===== config.mk =====
export PLATFORM = sky130hd
export DESIGN_NAME = lerh_decode
export DESIGN_NICKNAME = d
export VERILOG_FILES = /design/src/hdl/lerh_pkg.sv /design/src/hdl/lerh_decode.sv
export SDC_FILE = /design/constraint.sdc
export NUM_CORES = 1
export LEC_CHECK = 0
export ABC_AREA = 1
export BUFFER_PORTS_ARGS = -buffer_cell sky130_fd_sc_hd__buf_2
export CORE_MARGIN = 10
export CORE_UTILIZATION = 33
export DETAILED_ROUTE_END_ITERATION = 8
export GPL_ROUTABILITY_DRIVEN = 0
export PLACE_DENSITY = 0.85
export SLEW_MARGIN = 25
export SYNTH_ARGS = -nofsm -noshare
export SYNTH_HDL_FRONTEND = slang
export SYNTH_SLANG_ARGS = --single-unit

===== constraint.sdc =====
create_clock -name vclk -period 0.8
set_input_delay 0.08 -clock vclk [all_inputs]
set_output_delay 0.08 -clock vclk [all_outputs]
set_load 0.01 [all_outputs]

===== src/hdl/lerh_pkg.sv =====
// Package: types, address map and header table of the expansion RAM block.
package lerh_pkg;

    // Default size of the RAM window in bytes
    localparam int unsigned RAM_BYTES_DEF = 8388608;

    // Bus address map (28-bit byte addresses)
    localparam logic [27:0] HDR_BASE  = 28'h80000B0;
    localparam logic [27:0] HDR_END   = 28'h80000C0;
    localparam logic [27:0] RAM_BASE  = 28'h9000000;
    localparam logic [27:0] ID_ADDR   = 28'h801FFFC;
    localparam logic [27:0] ZERO_ADDR = 28'h8240002;
    localparam logic [27:0] LOCK_ADDR = 28'h8240000;

    // Fixed halfword answer at the ID address
    localparam logic [31:0] ID_VALUE = 32'h0000_7FFF;

    // Operation codes
    localparam logic OP_READ  = 1'b0;
    localparam logic OP_WRITE = 1'b1;

    // Access size codes; code three is taken as a word
    typedef enum logic [1:0] {
        SZ_BYTE = 2'd0,
        SZ_HALF = 2'd1,
        SZ_WORD = 2'd2
    } size_t;

    // Sequencer states
    typedef enum logic {
        ST_IDLE,
        ST_ACCESS
    } state_t;

    // Decoded access, passed from decoder to datapath
    typedef struct packed {
        size_t       sz;
        logic        hdr_hit;
        logic        id_hit;
        logic        zero_hit;
        logic        lock_hit;
        logic        ram_hit;
        logic [3:0]  byte_off;
    } lerh_dec_t;

    // Identification header, one byte per offset
    function automatic logic [7:0] hdr_byte(input logic [3:0] o);
        logic [7:0] b;
        unique case (o)
            4'h0: b = 8'hFF;
            4'h1: b = 8'hFF;
            4'h2: b = 8'h96;
            4'h3: b = 8'h00;
            4'h4: b = 8'h00;
            4'h5: b = 8'h24;
            4'h6: b = 8'h24;
            4'h7: b = 8'h24;
            4'h8: b = 8'hFF;
            4'h9: b = 8'hFF;
            4'hA: b = 8'hFF;
            4'hB: b = 8'hFF;
            4'hC: b = 8'hFF;
            4'hD: b = 8'hFF;
            4'hE: b = 8'hFF;
            4'hF: b = 8'h7F;
        endcase
        return b;
    endfunction

    // Lane mask for an access size
    function automatic logic [31:0] size_mask(input size_t sz);
        logic [31:0] m;
        unique case (sz)
            SZ_BYTE: m = 32'h0000_00FF;
            SZ_HALF: m = 32'h0000_FFFF;
            SZ_WORD: m = 32'hFFFF_FFFF;
        endcase
        return m;
    endfunction

endpackage


===== src/hdl/lerh_decode.sv =====
// Address decoder: aligns the access and sorts it into header, special, RAM or open bus.
module lerh_decode #(
    parameter int unsigned RAM_BYTES = lerh_pkg::RAM_BYTES_DEF
) (
    input  logic [1:0]                              size,
    input  logic [27:0]                             address,
    output lerh_pkg::lerh_dec_t                     dec,
    output logic [$clog2((RAM_BYTES + 3) / 4)-1:0]  ram_index
);
    import lerh_pkg::*;

    localparam int unsigned RAM_WORDS = (RAM_BYTES + 3) / 4;
    localparam int unsigned IDX_W     = $clog2(RAM_WORDS);

    size_t       sz;
    logic [27:0] a;
    logic [27:0] off;

    always_comb
    begin
        // Size code three behaves as a word
        if (size == SZ_BYTE)
        begin
            sz = SZ_BYTE;
        end
        else if (size == SZ_HALF)
        begin
            sz = SZ_HALF;
        end
        else
        begin
            sz = SZ_WORD;
        end

        // Drop the address bits below the access size
        unique case (sz)
            SZ_BYTE: a = address;
            SZ_HALF: a = {address[27:1], 1'b0};
            SZ_WORD: a = {address[27:2], 2'b00};
        endcase

        off = a - RAM_BASE;

        dec.sz       = sz;
        dec.hdr_hit  = (a >= HDR_BASE) && (a < HDR_END);
        dec.id_hit   = (sz == SZ_HALF) && (a == ID_ADDR);
        dec.zero_hit = (sz == SZ_HALF) && (a == ZERO_ADDR);
        dec.lock_hit = (sz == SZ_HALF) && (a == LOCK_ADDR);
        dec.ram_hit  = (a >= RAM_BASE) && (off < 28'(RAM_BYTES));
        dec.byte_off = a[3:0];

        // Word index inside the window; only meaningful on a RAM hit
        ram_index = off[IDX_W+1:2];
    end

endmodule


# Word level (Yosys, flattened, before mapping)
# Cells that the tools add are included.
# word_totals
input_bits	30
regBits	0
# op_classes
n_mux	3
n_eq_ne	6
order_cmp	4
n_addsub	1
reduce_logical	7
# ops
operator	n
28-bit == test (second input constant)	3
28-bit case mux with 3 select lines	1
28-bit greater-or-equal comparator (second input constant)	2
28-bit by 24-bit less-than comparator with 1-bit output (second input constant)	1
28-bit less-than comparator (second input constant)	1
28-bit subtractor (second input constant)	1
1-bit logical AND	5
2-bit by 1-bit == test with 1-bit output (second input constant)	2
2-bit zero test	2
2-bit two-way mux	2
2-bit == test (second input constant)	1

# Depth between registers and ports, before layout
# Gate-level depths: netlist of run 1.
# depth
ltp_word	8
ltp_mapped	6
mapped_depth_nobuf	6

# Least setup slack after synthesis of run 1
# OpenSTA, ideal clock, no wires.
# synth_path
path_kind	input -> output
start	input address[24]
end	output dec[7] in the netlist's numbering
arrival_ns	0.670
n_path_buf	0
cell_stages	4
setup_slack_ns	0.050
path_cell_list	or2_4 nor2_4 nand3_1 nor2_1
# synth_lines
element	line	text
start, declared	lerh_decode.sv:6	input logic [27:0] address,
end, declared	lerh_decode.sv:7	output lerh_pkg::lerh_dec_t dec,

==> results of run 1 <==
## metrics by stage
step	std cells	hold WS, ns	cell area, um2
floorplan	90	0.195	462
global placement	152	0.368	682
detailed placement	152	0.369	682
CTS	152	0.379	693
global route	152	0.388	712
finish	152	0.377	712
## Yosys cell counts
| cell | count |
|---|---|
| nand3_1 | 5 |
| nor2_1 | 27 |
| nor2_4 | 1 |
| a21oi_1 | 3 |
| buf_4 | 23 |
| or2_4 | 1 |
| nor2_2 | 2 |
| nand4_1 | 4 |
| nand2_1 | 14 |
| inv_1 | 9 |
| clkbuf_1 | 1 |
## where the power goes
group          switching (W)  internal, W
Clock                      0            0
Sequential                 0            0
Combinational       0.000172     0.000161
Total               0.000172     0.000161
## what timing repair did
action                                  4_1_cts  5_1_grt
setup buffers                                 0        0
pin swaps                                     3        1
hold buffers                                  0        0
gates cloned                                  0        0
endpoints found under the setup margin        4        4
resized for setup                             3        5
## layout make-up
| cell class | instances | area, um2 | share of cell area (%) |
|---|---|---|---|
| inverters | 9 | 33.8 | 4.75 |
| multi-input cells | 57 | 275 | 38.7 |
| well taps | 15 | 18.8 | 2.64 |
| repair buffers | 71 | 384 | 54.0 |
## kinds of logic (layout without fill, tap and decap cells)
logic type,after synthesis,after routing,synth area share [%]
compound gates,3,3,3.25
simple gates,54,54,51.2
buf+inv,33,80,45.5
## how the worst min path moves through the flow
stage	cells after the start	start	to	slack [ns]
after global routing	2	address[18]	ram_index[16]	0.39
final	2	address[21]	ram_index[19]	0.38
after floorplan	1	size[1]	dec[9]	0.19
after global placement	2	address[22]	ram_index[20]	0.37
after CTS	2	address[22]	ram_index[20]	0.38
after detailed placement	2	address[22]	ram_index[20]	0.37
## routing by layer
| layer | share of wire, % | wire length, um |
|---|---|---|
| met1 | 32 | 580 |
| met2 | 53 | 966 |
| met3 | 14 | 252 |
| met4 | 0.44 | 8 |
| met5 | 0 | 0 |
==> run_results.csv, run 1 <==
group,metric,value,unit
placed_design,io_buffers,62,
timing,rsz0062_at_grt,"true",
route,first_pass_iters,4,
grt,grt-ovfl-total,0,
timing,final-hold-violation-count,0,
min_path,hold_class,"input port to output pin",
layout,nClkBuffers,0,
timing,relSlewSlack,88.5,%
grt,antenna_found_initial,0,
timing,final.min_clock_period,0.923,ns
grt,grtUsageMet1,8.63,%
synthesis,yosysWarnings,0,
timing,fin_setup_tns,-0.441,ns
synthesis,yosysTopAreaCell,"buf_4",
worst_setup_path,cp.arrival,0.84,ns
timing,period_share,115,%
grt,grt_pass1_vias,606,
synthesis,syn_area,462,um2
grt,grt_max_degree,6,
worst_setup_path,crit_buf_inv,2,
route,drt-total-wl,1810,um
synthesis,synth_top_area_share,37.4,%
power,power.total,0.000333,W
die,start_util,35.0,%
die,core,1320,um2
outcome,violations,"negative setup slack",
route,via_count,666,
grt,grt_pass1_wl,2730,um
die,die_x,57.4,um
die,die_area,3300,um2
route,drtIter0Drc,7,
power,peakVddDrop,0.000216,V
power,powerDensity,468,nW/um2
route,drc_errors,0,
layout,seq_cells,0,
grt,grt_use_met3,5.09,%
timing,fmax,1080,MHz
grt,globalRouteMet2Util,18.6,%
die,ios,62,
grt,track_usage,9.40,%
worst_setup_path,worstPathMaxFanout,4,
die,die_h,57.4,um
worst_setup_path,crit_path_end,"dec[8]",
layout,drive_above_1_share,58.4,%
worst_setup_path,setup.worst_path.class,"input port to output pin",
synthesis,synth_cell_type_count,11,
synthesis,ys_top_cells_by_area,"buf_4 37%, nor2_1 22%, nand2_1 11%",
outcome,status,"finished, violations left",
timing,setup_ws,-0.123,ns
layout,diodes,0,
worst_setup_path,slowest_delay,0.25,ns
placed_design,place_hpwl,1670,um
power,power_leakage,0.419,nW
worst_setup_path,endpoint_kind,"output pin",
worst_setup_path,startpoint,"address[24]",
run,cap_violations,0,
synthesis,syn_nets,120,
worst_setup_path,worstPathCellList,"buf_6 > or2_4 > nor2_4 > nand2_1 > nor2_1 > buf_2",
route,ant_nets,0,
worst_setup_path,crit_family,"simple AND/OR/NAND/NOR gates",
worst_setup_path,cp-start-kind,"input port",
synthesis,yosysSeqAreaShare,0,%
worst_setup_path,cp.required,0.72,ns
placed_design,pre_cts_slack,-0.153,ns
layout,syn2layout_area_growth,54.2,%
layout,fillers,150,
layout,mostFrequentLayoutCells,"61 x buf_2, 23 x nor2_1, 14 x nand2_1",
synthesis,syn_area_per_cell,5.13,um2
timing,finalSetupViolCount,4,
worst_setup_path,critPathSlowestCell,"or2_4",
route,via_per_inst,4.38,
layout,final_common_cell,"buf_2",
synthesis,synthCells,90,
timing,worst_pin_slew,0.172,ns
layout,seq_area,0,um2
worst_setup_path,cp.depth,6,
route,post_drt_wl_per_cell,11.9,um
die,rows,13,
timing,drv_slew,0,
layout,nets,169,
layout,final_util,54.0,%
grt,top_usage_layer,"met2",
Power figures use the tool's default switching activity.
==> inputs of run 2 (changes only) <==
Settings changed: ABC_AREA 1 to default, CORE_AREA from default to 10 10 47 49, CORE_MARGIN 10 to default, CORE_UTILIZATION 33 to default, DIE_AREA from default to 0 0 57 59, PLACE_DENSITY 0.85 to 0.76.
==> run 2 against run 1 <==
  * The flow still finishes with violations (negative setup slack)
  * Non-clock buffer count is 4 higher
  * Global-route usage grew 0.62 points
  * Worst setup slack lost 0.73 ns
  * Die area grew 2.1%
  * Count of clock-buffer cells in the layout did not move
  * Sequential cell count did not move
  * Via count down 19%
  * Wire length shrank 0.11%
  * Synthesized cell count down 44%
  * Combinational power is 7.5% lower
  * Largest cell class unchanged
==> run_results.csv, run 2 <==
group,metric,value,unit
run,cap_violations,0,
synthesis,synth_cell_type_count,15,
placed_design,place_hpwl,1640,um
power,power_leakage,0.418,nW
layout,diodes,0,
route,drc_errors,0,
timing,final-hold-violation-count,0,
route,drt-total-wl,1810,um
timing,finalSetupViolCount,5,
route,via_count,537,
power,p_int,0.000162,W
synthesis,syn_area_per_cell,6.96,um2
die,core,1400,um2
grt,antenna_found_initial,0,
synthesis,synthTopCellsByCount,"23 x buf_4, 7 x nor4_1, 3 x nand4_1, 3 x nor2_1",
layout,final_util,51.0,%
synthesis,yosysWarnings,0,
clocking,ctsHoldBuffers,0,
power,pwr-share-clk,0,%
outcome,violations,"negative setup slack",
power,seq_power_share,0,%
worst_setup_path,slowest_delay,0.57,ns
outcome,status,"finished, violations left",
route,drtIter0Drc,5,
placed_design,io_buffers,62,
grt,grt_use_met3,3.22,%
timing,period_share,206,%
route,ant_nets,0,
synthesis,synth_most_common_cell,"buf_4",
timing,worst_pin_slew,0.321,ns
worst_setup_path,worstPathCellList,"buf_6 > or4b_4 > or4b_4 > nor4_4 > buf_2",
route,post_drt_wl_per_cell,15.4,um
grt,grt_pass1_wl,2870,um
synthesis,yosysTopAreaCell,"buf_4",
grt,top_usage_layer,"met2",
placed_design,pre_cts_slack,-0.866,ns
power,powerDensity,431,nW/um2
grt,grt_max_degree,5,
grt,grt_pass1_vias,650,
worst_setup_path,endpoint_kind,"output pin",
grt,grt-ovfl-total,0,
worst_setup_path,setup.worst_path.class,"input port to output pin",
timing,setup_ws,-0.849,ns
layout,drive_above_1_share,84.2,%
route,first_pass_iters,2,
timing,drv_slew,0,
synthesis,yosysSeqAreaShare,0,%
route,via_per_inst,4.59,
die,ios,62,
synthesis,synth_top_area_share,49.6,%
die,die_h,59,um
worst_setup_path,cp.required,0.72,ns
timing,relSlewSlack,78.5,%
die,die_x,57,um
synthesis,syn_area,348,um2
grt,globalRouteMet2Util,18.9,%
synthesis,synthCells,50,
power,peakVddDrop,0.000217,V
worst_setup_path,worstPathMaxFanout,2,
layout,final_common_cell,"buf_2",
power,p_sw_share,47.4,%
power,pwr-share-comb,100.0,%
die,start_util,24.8,%
layout,syn2layout_area_growth,105,%
layout,nets,133,
grt,grtUsageMet1,11.3,%
synthesis,ys_top_cells_by_area,"buf_4 50%, nor4_1 13%, nand4_1 5.4%",
timing,fmax,607,MHz
die,die_area,3360,um2
power,p_switching,0.000146,W
timing,final.min_clock_period,1.65,ns
min_path,hold_class,"input port to output pin",
layout,seq_cells,0,
worst_setup_path,cpMostUsedCell,"or4b_4",
worst_setup_path,cp.arrival,1.57,ns
layout,seq_area,0,um2
worst_setup_path,cp-start-kind,"input port",
layout,mostFrequentLayoutCells,"59 x buf_2, 10 x buf_4, 6 x buf_6",
worst_setup_path,critPathSlowestCell,"or4b_4",
synthesis,syn_nets,80,
timing,rsz0062_at_grt,"true",
layout,nClkBuffers,0,
die,rows,14,
grt,track_usage,10.0,%
run 2: cell count changes after synthesis, moves of 2 or more:
cell	change
nor2_2	-2
nand2_1	-14
nor2b_1	+2
a21oi_1	-3
nor2_1	-24
nand3_1	-4
and4_1	+2
nor4_1	+7
inv_1	-7
run 2: worst paths after layout:
path	startpoint	to	slack, ns	cells after the start
worst min-delay path	address[20]	ram_index[18]	0.36	2
worst max-delay path	address[23]	dec[5]	-0.85	5
run 2: cells by family after synthesis:
group / count (synthesis) / share of synthesized area [%]
buf+inv: 26 / 52.9
simple gates: 24 / 47.1
run 2: repair_timing:
action,4_1_cts,5_1_grt
setup endpoints to repair,6,7
cloned,0,0
pin swaps,4,1
resized for setup,13,3
setup buffers,3,1
run 2: power groups by stage:
stage / clock (W) / combinational, W / sequential, W
floorplan: 0 / 0.000156 / 0
global placement: 0 / 0.000275 / 0
detailed placement: 0 / 0.000280 / 0
CTS: 0 / 0.000310 / 0
global route: 0 / 0.000337 / 0
finish: 0 / 0.000308 / 0
run 2: routing by layer:
| metal | routed length, um | part of all wire, % |
|---|---|---|
| met1 | 721 | 40 |
| met2 | 913 | 51 |
| met3 | 155 | 8.6 |
| met4 | 14 | 0.78 |
| met5 | 0 | 0 |
run 2: critical path: cells and delay by family:
family / cells / cell delay (ns)
buf+inv: 2 / 0.26
simple gates: 3 / 1.22
run 2: area by class of cell:
cell class | instances | area, um2
Fill cell | 148 | 687
Timing Repair Buffer | 75 | 438
Inverter | 2 | 7.51
Tap cell | 16 | 20.0
Multi-Input combinational cell | 24 | 249
run 2: per-stage QoR:
step / power [W] / setup TNS [ns] / instances / hold slack, ns / cell area [um2]
after floorplan: 0.000156 / -1.98 / 50 / 0.217 / 382
after global placement: 0.000275 / -3.15 / 114 / 0.370 / 611
after detailed placement: 0.000280 / -3.22 / 114 / 0.372 / 611
after CTS: 0.000310 / -3.83 / 117 / 0.365 / 704
after global routing: 0.000337 / -3.98 / 117 / 0.369 / 714
final: 0.000308 / -3.81 / 117 / 0.362 / 714
==> inputs of run 3 (changes only) <==
Settings changed: CORE_AREA 10 10 47 49 to default, CORE_UTILIZATION from default to 25, DIE_AREA 0 0 57 59 to default.
Clock period 0.8 ns to 1.42 ns, I/O delays scaled along.
==> run 3 against run 2 <==
  * The flow still finishes with violations (negative setup slack)
  * Sequential share of layout area unchanged
  * Worst setup slack improved by 0.50 ns
  * Power is 53% lower
  * Critical path type unchanged
  * Largest cell class unchanged
  * Largest power group unchanged
==> run_results.csv, run 3 (same netlist as run 2, synthesis figures left out) <==
group,metric,value,unit
outcome,violations,"negative setup slack",
route,ant_nets,0,
die,die_area,1540,um2
grt,grt_pass1_wl,1550,um
run,cap_violations,0,
timing,final.min_clock_period,1.77,ns
layout,syn2layout_area_growth,75.5,%
power,power_leakage,0.348,nW
route,via_per_inst,4.70,
layout,nets,123,
route,first_pass_iters,2,
grt,grt_pass1_vias,401,
route,drtIter0Drc,2,
die,die_x,39.3,um
placed_design,dpl_cell_area,557,um2
worst_setup_path,cp.required,1.28,ns
timing,worst_pin_slew,0.301,ns
layout,seq_area,0,um2
timing,finalSetupViolCount,3,
timing,setup_ws,-0.347,ns
die,core,1300,um2
grt,track_usage,13.7,%
grt,antenna_found_initial,0,
worst_setup_path,cp-start-kind,"input port",
layout,multi_input_area,233,um2
grt,grt-ovfl-total,0,
timing,relSlewSlack,79.9,%
layout,diodes,0,
worst_setup_path,cp.arrival,1.63,ns
route,post_drt_wl_per_cell,10.6,um
layout,nClkBuffers,0,
layout,mostFrequentLayoutCells,"59 x buf_2, 4 x nor4_4",
route,drc_errors,0,
layout,postLayoutCellArea,611,um2
die,rows,13,
timing,fmax,566,MHz
timing,final-hold-violation-count,0,
layout,layout.cells.non_filler,106,
clocking,ctsHoldBuffers,0,
power,peakVddDrop,0.0000916,V
min_path,hold_class,"input port to output pin",
outcome,status,"finished, violations left",
placed_design,io_buffers,62,
route,via_count,498,
placed_design,placedCellCount,106,
worst_setup_path,crit_path_end,"dec[5]",
route,drt-total-wl,1130,um
layout,seq_cells,0,
worst_setup_path,endpoint_kind,"output pin",
power,powerDensity,239,nW/um2
placed_design,place_hpwl,966,um
layout,final_common_cell,"buf_2",
timing,period_share,124,%
layout,fillers,145,
worst_setup_path,worstPathMaxFanout,2,
die,ios,62,
grt,grt_max_degree,5,
worst_setup_path,startpoint,"address[23]",
die,die_h,39.3,um
timing,rsz0062_at_grt,"true",
layout,drive_above_1_share,79.1,%
timing,drv_slew,0,
worst_setup_path,setup.worst_path.class,"input port to output pin",
die,start_util,26.7,%
run 3: cell count changes in the layout (fill, tap and decap cells not counted), sizes merged:
cell and change:
buf -10
run 3: how the worst min path moves through the flow:
| stage | end | from | slack, ns | cells after the start |
|---|---|---|---|---|
| floorplan | dec[0] | size[1] | 0.34 | 1 |
| global placement | ram_index[17] | address[19] | 0.48 | 2 |
| detailed placement | ram_index[17] | address[19] | 0.48 | 2 |
| CTS | ram_index[7] | address[9] | 0.50 | 2 |
| global route | ram_index[18] | address[20] | 0.49 | 2 |
| finish | ram_index[18] | address[20] | 0.48 | 2 |
run 3: what timing repair did:
item / CTS / global route
gates resized for setup: 3 / 5
gates cloned: 0 / 0
hold endpoints to repair: 0 / 0
setup buffers: 0 / 0
endpoints found under the setup margin: 3 / 4
pin swaps: 0 / 2
run 3: routing by layer:
| metal | up-vias | GRT usage, % | wire, um |
|---|---|---|---|
| met1 | 219 | 17.2 | 452 |
| met3 | 0 | 0 | 97 |
| li1 | 245 | - | - |
| met2 | 34 | 27.1 | 577 |
| met4 | 0 | 0 | 0 |
| met5 | - | 0 | 0 |
run 3: per-stage QoR:
step	power [W]	util [%]	hold WS [ns]	setup slack (ns)	setup TNS [ns]
floorplan	0.0000876	-	0.341	-0.158	-0.316
global placement	0.000136	42.8	0.482	-0.335	-0.741
detailed placement	0.000137	42.8	0.484	-0.359	-0.787
CTS	0.000141	44.2	0.495	-0.350	-0.762
global route	0.000162	46.9	0.489	-0.368	-0.889
finish	0.000146	46.9	0.482	-0.347	-0.760
run 3: final cells by class:
| type | instances | area share (%) |
|---|---|---|
| Inverter | 2 | 1.23 |
| Multi-Input combinational cell | 24 | 38.1 |
| Tap cell | 15 | 3.07 |
| Timing Repair Buffer | 65 | 57.6 |
run 3: report_power, final:
part / switching [W] / total [W] / internal, W / leakage (nW)
clock: 0 / 0 / 0 / 0
combinational: 0.0000717 / 0.000146 / 0.0000741 / 0.348
sequential: 0 / 0 / 0 / 0
run 3: worst max-delay path, stage by stage:
cell and delay (ns):
buf_6 0.09, or4b_4 0.53, or4b_4 0.57, nor4_4 0.13, buf_2 0.17
